--- src/pih_pkg.sv ---
// Shared types and constants for the per-player input history unit.
// Depends on nothing; every other file refers to it by scoped names.
package pih_pkg;

    localparam int FRAME_W = 16;
    localparam int BITS_W  = 8;
    localparam int PLAYER_FIELD_W = 8;

    // Depth of the command queue between the front and the back.
    localparam int QUEUE_DEPTH = 2;
    localparam int QPTR_W      = 1;
    localparam int QCNT_W      = 2;

    // Work classes that the front hands to the back.
    typedef enum logic [1:0] {
        KIND_STORE = 2'd0,
        KIND_QUERY = 2'd1,
        KIND_MISS  = 2'd2
    } t_kind;

    localparam int KIND_W = 2;

    // Back-end sequencer states.
    typedef enum logic {
        ST_IDLE = 1'b0,
        ST_SCAN = 1'b1
    } t_state;

    // Queue status seen by the producer and the consumer.
    typedef struct packed {
        logic full;
        logic empty;
    } t_q_stat;

endpackage

--- src/pih_queue.sv ---
// Two-entry command queue between the front and the back of the history unit.
// Depends on pih_pkg for its depth constants and status struct.
module pih_queue #(
    parameter int WIDTH = 30
) (
    input  logic               i_clk,
    input  logic               i_rst_n,
    input  logic               i_push,
    input  logic [WIDTH-1:0]   i_data,
    input  logic               i_pop,
    output logic [WIDTH-1:0]   o_data,
    output pih_pkg::t_q_stat   o_stat
);

    logic [WIDTH-1:0]            r_slot [pih_pkg::QUEUE_DEPTH];
    logic [pih_pkg::QPTR_W-1:0]  r_wr_ptr;
    logic [pih_pkg::QPTR_W-1:0]  r_rd_ptr;
    logic [pih_pkg::QCNT_W-1:0]  r_count;
    logic                        do_push;
    logic                        do_pop;

    assign o_stat.full  = (r_count == pih_pkg::QCNT_W'(pih_pkg::QUEUE_DEPTH));
    assign o_stat.empty = (r_count == '0);
    assign do_push      = i_push && !o_stat.full;
    assign do_pop       = i_pop && !o_stat.empty;
    assign o_data       = r_slot[r_rd_ptr];

    always_ff @(posedge i_clk) begin
        if (do_push) begin
            r_slot[r_wr_ptr] <= i_data;
        end
    end

    always_ff @(posedge i_clk) begin
        if (!i_rst_n) begin
            r_wr_ptr <= '0;
            r_rd_ptr <= '0;
            r_count  <= '0;
        end else begin
            if (do_push) begin
                r_wr_ptr <= r_wr_ptr + 1'b1;
            end
            if (do_pop) begin
                r_rd_ptr <= r_rd_ptr + 1'b1;
            end
            if (do_push && !do_pop) begin
                r_count <= r_count + 1'b1;
            end else if (do_pop && !do_push) begin
                r_count <= r_count - 1'b1;
            end
        end
    end

endmodule

--- src/pih_front.sv ---
// Front end of the history unit: takes items, checks the player range and
// classifies each one. Depends on pih_pkg for the work classes.
module pih_front #(
    parameter int PLAYER_COUNT = 4,
    parameter int PW           = 2,
    parameter int ENTRY_W      = 28
) (
    input  logic                                i_start,
    input  logic                                i_action,
    input  logic [pih_pkg::PLAYER_FIELD_W-1:0]  i_player,
    input  logic [pih_pkg::FRAME_W-1:0]         i_frame,
    input  logic [pih_pkg::BITS_W-1:0]          i_input_bits,
    input  pih_pkg::t_q_stat                    i_q_stat,
    output logic                                o_busy,
    output logic                                o_push,
    output logic [ENTRY_W-1:0]                  o_entry
);

    logic           in_range;
    logic           accept;
    pih_pkg::t_kind kind;

    assign o_busy   = i_q_stat.full;
    assign accept   = i_start && !i_q_stat.full;
    assign in_range = (i_player < pih_pkg::PLAYER_FIELD_W'(PLAYER_COUNT));

    // A store for a player that does not exist is dropped here.
    always_comb begin
        priority if (!i_action) begin
            kind = pih_pkg::KIND_STORE;
        end else if (in_range) begin
            kind = pih_pkg::KIND_QUERY;
        end else begin
            kind = pih_pkg::KIND_MISS;
        end
    end

    assign o_push  = accept && (i_action || in_range);
    assign o_entry = {kind, i_player[PW-1:0], i_frame, i_input_bits};

endmodule

--- src/pih_back.sv ---
// Back end of the history unit: writes records into the history memory and
// scans one player's ring per query. Depends on pih_pkg for states and classes.
module pih_back #(
    parameter int PLAYER_COUNT  = 4,
    parameter int HISTORY_DEPTH = 16,
    parameter int PW            = 2,
    parameter int SW            = 4,
    parameter int FW            = 5,
    parameter int ENTRY_W       = 28
) (
    input  logic                          i_clk,
    input  logic                          i_rst_n,
    input  logic [ENTRY_W-1:0]            i_entry,
    input  pih_pkg::t_q_stat              i_q_stat,
    output logic                          o_pop,
    output logic                          o_result_valid,
    output logic                          o_found,
    output logic [pih_pkg::BITS_W-1:0]    o_result_bits
);

    localparam int MEM_DEPTH = PLAYER_COUNT * (2 ** SW);
    localparam int REC_W     = pih_pkg::FRAME_W + pih_pkg::BITS_W;

    // Queue entry fields.
    pih_pkg::t_kind                q_kind;
    logic [PW-1:0]                 q_player;
    logic [pih_pkg::FRAME_W-1:0]   q_frame;
    logic [pih_pkg::BITS_W-1:0]    q_bits;

    assign q_kind   = pih_pkg::t_kind'(i_entry[ENTRY_W-1 -: pih_pkg::KIND_W]);
    assign q_player = i_entry[REC_W +: PW];
    assign q_frame  = i_entry[pih_pkg::BITS_W +: pih_pkg::FRAME_W];
    assign q_bits   = i_entry[pih_pkg::BITS_W-1:0];

    logic [REC_W-1:0]              r_mem [MEM_DEPTH];
    logic [REC_W-1:0]              r_rd_data;
    logic [SW-1:0]                 r_head [PLAYER_COUNT];
    logic [FW-1:0]                 r_fill [PLAYER_COUNT];

    pih_pkg::t_state               r_state;
    pih_pkg::t_state               n_state;
    logic [PW-1:0]                 r_player;
    logic [pih_pkg::FRAME_W-1:0]   r_limit;
    logic [FW-1:0]                 r_idx;
    logic                          r_pend;
    logic                          r_hit;
    logic [pih_pkg::FRAME_W-1:0]   r_best_frame;
    logic [pih_pkg::BITS_W-1:0]    r_best_bits;
    logic                          r_out_valid;
    logic                          r_found;
    logic [pih_pkg::BITS_W-1:0]    r_out_bits;

    logic                          take;
    logic                          wr_en;
    logic                          rd_en;
    logic                          scan_end;
    logic                          miss_now;
    logic                          start_scan;
    logic [PW+SW-1:0]              wr_addr;
    logic [PW+SW-1:0]              rd_addr;
    logic [pih_pkg::FRAME_W-1:0]   rd_frame;
    logic [pih_pkg::BITS_W-1:0]    rd_bits;
    logic                          better;

    assign rd_frame = r_rd_data[pih_pkg::BITS_W +: pih_pkg::FRAME_W];
    assign rd_bits  = r_rd_data[pih_pkg::BITS_W-1:0];
    assign wr_addr  = {q_player, r_head[q_player]};
    assign rd_addr  = {r_player, r_idx[SW-1:0]};
    assign better   = r_pend && (rd_frame <= r_limit) && (!r_hit || rd_frame > r_best_frame);

    always_comb begin
        n_state = r_state;
        unique case (r_state)
            pih_pkg::ST_IDLE: begin
                if (!i_q_stat.empty && q_kind == pih_pkg::KIND_QUERY) begin
                    n_state = pih_pkg::ST_SCAN;
                end
            end
            pih_pkg::ST_SCAN: begin
                if (scan_end) begin
                    n_state = pih_pkg::ST_IDLE;
                end
            end
            default: n_state = pih_pkg::ST_IDLE;
        endcase
    end

    always_comb begin
        take       = 1'b0;
        wr_en      = 1'b0;
        rd_en      = 1'b0;
        scan_end   = 1'b0;
        miss_now   = 1'b0;
        start_scan = 1'b0;
        unique case (r_state)
            pih_pkg::ST_IDLE: begin
                take = !i_q_stat.empty;
                if (take) begin
                    unique case (q_kind)
                        pih_pkg::KIND_STORE: wr_en      = 1'b1;
                        pih_pkg::KIND_QUERY: start_scan = 1'b1;
                        default:             miss_now   = 1'b1;
                    endcase
                end
            end
            pih_pkg::ST_SCAN: begin
                rd_en    = (r_idx < r_fill[r_player]);
                scan_end = !rd_en && !r_pend;
            end
            default: begin
                take = 1'b0;
            end
        endcase
    end

    assign o_pop = take;

    always_ff @(posedge i_clk) begin
        if (wr_en) begin
            r_mem[wr_addr] <= {q_frame, q_bits};
        end
        if (rd_en) begin
            r_rd_data <= r_mem[rd_addr];
        end
        if (start_scan) begin
            r_player <= q_player;
            r_limit  <= q_frame;
        end
        if (better) begin
            r_best_frame <= rd_frame;
            r_best_bits  <= rd_bits;
        end
        if (scan_end || miss_now) begin
            r_found    <= scan_end && r_hit;
            r_out_bits <= (scan_end && r_hit) ? r_best_bits : '0;
        end
    end

    always_ff @(posedge i_clk) begin
        if (!i_rst_n) begin
            r_state     <= pih_pkg::ST_IDLE;
            r_idx       <= '0;
            r_pend      <= 1'b0;
            r_hit       <= 1'b0;
            r_out_valid <= 1'b0;
            for (int p = 0; p < PLAYER_COUNT; p++) begin
                r_head[p] <= '0;
                r_fill[p] <= '0;
            end
        end else begin
            r_state     <= n_state;
            r_pend      <= rd_en;
            r_out_valid <= scan_end || miss_now;
            if (start_scan) begin
                r_idx <= '0;
                r_hit <= 1'b0;
            end else begin
                if (rd_en) begin
                    r_idx <= r_idx + 1'b1;
                end
                if (better) begin
                    r_hit <= 1'b1;
                end
            end
            if (wr_en) begin
                r_head[q_player] <= (r_head[q_player] == SW'(HISTORY_DEPTH - 1))
                                    ? '0 : r_head[q_player] + 1'b1;
                if (r_fill[q_player] != FW'(HISTORY_DEPTH)) begin
                    r_fill[q_player] <= r_fill[q_player] + 1'b1;
                end
            end
        end
    end

    assign o_result_valid = r_out_valid;
    assign o_found        = r_found;
    assign o_result_bits  = r_out_bits;

endmodule

--- src/per_player_input_history_unit.sv ---
// Top level of the per-player input history unit.
// Depends on pih_pkg, pih_front, pih_queue and pih_back.
//
//  Channel  | Handshake                  | Payload
//  ---------+----------------------------+---------------------------------------
//  item in  | i_start high, o_busy low   | i_action, i_player, i_frame,
//           |                            | i_input_bits
//  result   | o_result_valid, one cycle  | o_found, o_result_bits
//
// A store is written into the history memory as it leaves the queue. A query
// scans the fill slots of its player's ring, where fill is the number of
// records the player has stored (at most HISTORY_DEPTH); the scan reads one
// slot per cycle through the single read port of the history memory.
// An out-of-range query answers in the cycle right after it leaves the queue.
// Reset is synchronous and active low; it empties the queue and clears every
// head and fill count, so no slot counts as written afterwards.
// o_busy rises only when the two-entry queue is full. Results cannot be held
// off: each one is shown for exactly one cycle.
module per_player_input_history_unit #(
    parameter int PLAYER_COUNT  = 4,
    parameter int HISTORY_DEPTH = 16
) (
    input  logic                                i_clk,
    input  logic                                i_rst_n,
    input  logic                                i_start,
    output logic                                o_busy,
    input  logic                                i_action,
    input  logic [pih_pkg::PLAYER_FIELD_W-1:0]  i_player,
    input  logic [pih_pkg::FRAME_W-1:0]         i_frame,
    input  logic [pih_pkg::BITS_W-1:0]          i_input_bits,
    output logic                                o_result_valid,
    output logic                                o_found,
    output logic [pih_pkg::BITS_W-1:0]          o_result_bits
);

    // Player index width, slot index width and fill-count width.
    localparam int PW = (PLAYER_COUNT > 1) ? $clog2(PLAYER_COUNT) : 1;
    localparam int SW = $clog2(HISTORY_DEPTH);
    localparam int FW = $clog2(HISTORY_DEPTH + 1);
    // A queue entry carries the class, the player index, the frame and the bits.
    localparam int ENTRY_W = pih_pkg::KIND_W + PW + pih_pkg::FRAME_W + pih_pkg::BITS_W;

    logic                 push;
    logic                 pop;
    logic [ENTRY_W-1:0]   front_entry;
    logic [ENTRY_W-1:0]   back_entry;
    pih_pkg::t_q_stat     q_stat;

    // The front checks the player number and drops stores for absent players,
    // so the back never sees an index outside the memory.
    pih_front #(
        .PLAYER_COUNT (PLAYER_COUNT),
        .PW           (PW),
        .ENTRY_W      (ENTRY_W)
    ) u_front (
        .i_start      (i_start),
        .i_action     (i_action),
        .i_player     (i_player),
        .i_frame      (i_frame),
        .i_input_bits (i_input_bits),
        .i_q_stat     (q_stat),
        .o_busy       (o_busy),
        .o_push       (push),
        .o_entry      (front_entry)
    );

    pih_queue #(
        .WIDTH (ENTRY_W)
    ) u_queue (
        .i_clk   (i_clk),
        .i_rst_n (i_rst_n),
        .i_push  (push),
        .i_data  (front_entry),
        .i_pop   (pop),
        .o_data  (back_entry),
        .o_stat  (q_stat)
    );

    // The back holds the history memory; the rings fill from slot zero, so the
    // per-player fill count marks exactly which slots hold records.
    pih_back #(
        .PLAYER_COUNT  (PLAYER_COUNT),
        .HISTORY_DEPTH (HISTORY_DEPTH),
        .PW            (PW),
        .SW            (SW),
        .FW            (FW),
        .ENTRY_W       (ENTRY_W)
    ) u_back (
        .i_clk          (i_clk),
        .i_rst_n        (i_rst_n),
        .i_entry        (back_entry),
        .i_q_stat       (q_stat),
        .o_pop          (pop),
        .o_result_valid (o_result_valid),
        .o_found        (o_found),
        .o_result_bits  (o_result_bits)
    );

endmodule
--- config.mk ---
export PLATFORM = sky130hd
export DESIGN_NAME = per_player_input_history_unit
export DESIGN_NICKNAME = d
export VERILOG_FILES = /design/src/pih_pkg.sv /design/src/pih_queue.sv /design/src/pih_front.sv /design/src/pih_back.sv /design/src/per_player_input_history_unit.sv
export SDC_FILE = /design/constraint.sdc
export NUM_CORES = 2
export LEC_CHECK = 0
export BUFFER_PORTS_ARGS = -buffer_cell sky130_fd_sc_hd__clkbuf_2
export CAP_MARGIN = 25
export CORE_MARGIN = 5
export CORE_UTILIZATION = 29
export DETAILED_ROUTE_END_ITERATION = 10
export GPL_ROUTABILITY_DRIVEN = 0
export PLACE_DENSITY = 0.46
export SLEW_MARGIN = 5
export SYNTH_ARGS = -nofsm -noshare
export SYNTH_HDL_FRONTEND = slang
export SYNTH_SLANG_ARGS = --single-unit
--- constraint.sdc ---
create_clock -name i_clk -period 9.3 [get_ports i_clk]
set_input_delay 1.86 -clock i_clk [delete_from_list [all_inputs] [get_ports i_clk]]
set_output_delay 1.86 -clock i_clk [all_outputs]
set_load 0.05 [all_outputs]
==> flow_metrics.env <==
export IMPL_clock_fmax_ghz=0.231
export IMPL_track_usage_pct=16.2
export IMPL_synth_edff_count=1703
export IMPL_pre_cts_ws_ns=4.58
export IMPL_slew_viol_final=0
export IMPL_leakagePower_nw=23.1
export IMPL_synth_seq_cells=1719
export IMPL_peakVddDrop_mv=0.222
export IMPL_cts_buffer_depth=3
export IMPL_tightest_slew_ns=1.12
export IMPL_startpoint="u_back.r_idx[0]"
export IMPL_synth_cells=3180
export IMPL_yosysWarnings=0
export IMPL_wire_per_inst_um=29.8
export IMPL_synth_distinct_cells=60
export IMPL_power_density_nw_per_um2=245
export IMPL_skew_ns=0.0405
export IMPL_clock_latency_ns=0.83
export IMPL_critical_path_arrival_ns=4.91
export IMPL_hold_violations=0
export IMPL_end_kind="register"
export IMPL_die_w_um=488
export IMPL_finalCriticalPeriod_ns=4.32
export IMPL_drt_initial_drc_count=3589
export IMPL_fp_dieArea_um2=239000
export IMPL_first_pass_iters=7
export IMPL_finalSetupTns_ns=0
export IMPL_ctsRootBufferMaster="clkbuf_16"
export IMPL_yosys_top_cells_area="edfxtp_1 77%, mux4_2 11%, mux2i_1 3.5%"
export IMPL_finalWirelength_um=195000
export IMPL_ff2ff_setup_slack_ns=4.98
export IMPL_ant_nets=0
export IMPL_fillers=21451
export IMPL_viasPerCell=4.97
export IMPL_drc_errors=0
export IMPL_hold_path_class="reg2reg"
export IMPL_netlist_area_um2=66400
export IMPL_clkSinkCount=1719
export IMPL_areaGrowthSynthToFinish_pct=16.0
export IMPL_core_region_area_um2=228000
export IMPL_io_buffers=46
export IMPL_status="finished clean"
export IMPL_layout_nets=3469
export IMPL_cts_clk_slew_worst_paths_ns=0.06
export IMPL_fin_ws_ns=4.98
export IMPL_synth_seq_area_share_pct=77.5
export IMPL_endpoint="u_back.r_rd_data[13]"
export IMPL_grt_max_degree=100
export IMPL_synth_top_area_share_pct=77.0
export IMPL_async_flop_share_pct=0
export IMPL_cts_resized=0
export IMPL_critPathMaxFanout=31
export IMPL_antenna_found_initial=34
export IMPL_synth_top_area_cell="edfxtp_1"
export IMPL_hold_start="u_back.r_rd_data[8]"
export IMPL_hold_ws_ns=0.487
export IMPL_io_pins=47
export IMPL_r2r_end="u_back.r_rd_data[13]"
export IMPL_rows=175
export IMPL_dp_hpwl_um=114000
export IMPL_ctsHtreeMaxLevel=4
export IMPL_seqCellArea_um2=51500
export IMPL_grt_pass1_vias=33097
export IMPL_vias=32620
export IMPL_fp_dieH_um=488
export IMPL_rsz0062_at_grt="no"
export IMPL_fin_crit_sh_pct=46.5
export IMPL_worstSetupPathType="reg2reg"
export IMPL_gr_total_overflow=0
export IMPL_initial_core_util_pct=29.2
export IMPL_cts_tree="yes"
export IMPL_required_ns=9.89
export IMPL_relSlewSlack_pct=25.1
export IMPL_multi_input_area_um2=14400
export IMPL_grt_pass1_wl_um=270000
export IMPL_setup_violations=0
export IMPL_syn_avg_cell_area_um2=20.9
export IMPL_r2r_start="u_back.r_idx[0]"
export IMPL_rr_worst_depth=9
export IMPL_cap_viol_max_count=0
export IMPL_drive_above_1_share_pct=24.9
export IMPL_cts_buffers=187
export IMPL_worstHoldPathCells=0
export IMPL_post_cts_buffers=0
export IMPL_synth_main_ff_cell="edfxtp_1"
export IMPL_synth_nets=3257
export IMPL_ctsHoldBuffers=0
export IMPL_startpoint_type="register"
==> synth_stat cells (18+ instances only) <==
master    number
edfxtp_1    1703
mux4_2       312
mux2i_1      231
nor2_1       129
clkbuf_1      78
a21oi_1       69
o22ai_1       53
buf_2         52
a211oi_1      50
a22oi_1       49
inv_1         46
ha_1          41
o221ai_1      33
mux2_2        29
nand2_1       29
o21ai_0       26
buf_1         21
and2_1        19
nor2b_1       19
nor3_1        18
==> sequential cells by signal, summed over array words and instances (netlist names), named ones only <==
name	cells
u_back.r_hit	1
u_back.r_idx	5
u_back.r_best_bits	8
u_back.r_best_frame	16
u_back.r_mem	1536
u_back.r_limit	16
u_back.r_fill	20
u_back.r_rd_data	24
u_back.o_result_valid	1
u_back.r_player	2
u_back.r_state	1
u_queue.r_count	2
u_back.r_head	16
u_queue.r_rd_ptr	1
u_queue.r_slot	56
u_back.r_pend	1
u_back.o_found	1
u_queue.r_wr_ptr	1
u_back.o_result_bits	8
==> metal layers <==
metal / GRT usage [%] / up-vias / routed length (um)
met5: 0 / - / 81
met4: 5.60 / 12 / 6320
met3: 4.11 / 260 / 14200
met2: 25.3 / 1097 / 91100
met1: 21.9 / 17558 / 83400
li1: - / 13693 / -
==> worst min path at each step <==
| stage | to | slack, ns |
|---|---|---|
| CTS | u_back.r_best_frame[0] | 0.47 |
| finish | u_back.r_best_frame[0] | 0.49 |
| global route | u_back.r_best_frame[0] | 0.48 |
| detailed placement | u_back.r_best_frame[0] | 0.47 |
| global placement | u_back.r_best_frame[0] | 0.47 |
| floorplan | u_back.r_best_bits[0] | 0.40 |
==> per-stage QoR <==
step / util (%) / instance area [um^2] / total power (W) / std cells
floorplan: - / 66400 / 0.0108 / 3180
global placement: 31.2 / 71000 / 0.0120 / 6199
detailed placement: 31.3 / 71200 / 0.0120 / 6208
CTS: 33.8 / 77000 / 0.0191 / 6547
global route: 33.8 / 77000 / 0.0196 / 6552
finish: 33.8 / 77000 / 0.0189 / 6558
==> layout by cell type (no fill, tap or decap), drive strengths merged, types with 7 or more instances in the layout <==
master / netlist / final
and3: 9 / 9
nor2b: 19 / 19
o221ai: 33 / 33
nor2: 130 / 130
nand2: 29 / 29
nand4: 8 / 8
ha: 41 / 41
a21oi: 69 / 69
diode: 0 / 7
buf: 87 / 140
bufinv: 0 / 10
a211oi: 50 / 50
nand3: 15 / 15
inv: 47 / 53
a2111oi: 16 / 16
and2: 20 / 20
a22o: 10 / 10
mux2: 30 / 30
mux2i: 232 / 232
clkbuf: 78 / 285
or2: 9 / 9
o21ai: 26 / 26
nand3b: 7 / 7
a22oi: 49 / 49
mux4: 312 / 312
clkinv: 0 / 81
dfxtp: 16 / 16
o22ai: 53 / 53
nor3: 18 / 18
edfxtp: 1703 / 1703
==> power breakdown <==
group          switching, W  total [W]  internal [W]
logic               0.00181    0.00248      0.000668
registers         0.0000832    0.00932       0.00924
clock network       0.00311    0.00710       0.00400
==> cells by family (layout without fill, tap and decap cells) <==
logic type / count (synthesis) / after routing / share of synthesized area (%)
fa+ha+maj: 41 / 41 / 0.773
simple gates: 287 / 287 / 2.09
xor+xnor: 11 / 11 / 0.145
buf+inv: 212 / 574 / 1.39
mux: 574 / 574 / 14.6
other cells: 0 / 7 / 0
compound gates: 336 / 336 / 3.49
flops: 1719 / 1719 / 77.5
==> cell type report <==
class	count	share of cell area (%)
Clock buffer	237	6.32
Clock inverter	102	1.23
Multi-Input combinational cell	1249	18.7
Antenna cell	7	0.0227
Timing Repair Buffer	188	1.80
Tap cell	3009	4.89
Inverter	47	0.229
Sequential cell	1719	66.8
==> worst max-delay path: stages (launching register included) <==
cell and delay, ns:
dfxtp_4 0.55, buf_4 0.58, buf_4 0.65, mux4_2 0.58, nor2b_1 0.19, a2111oi_1 0.75
buf_4 0.22, nor3_1 0.07, buf_4 0.22, a22o_1 0.20
Power figures use the tool's default switching activity.
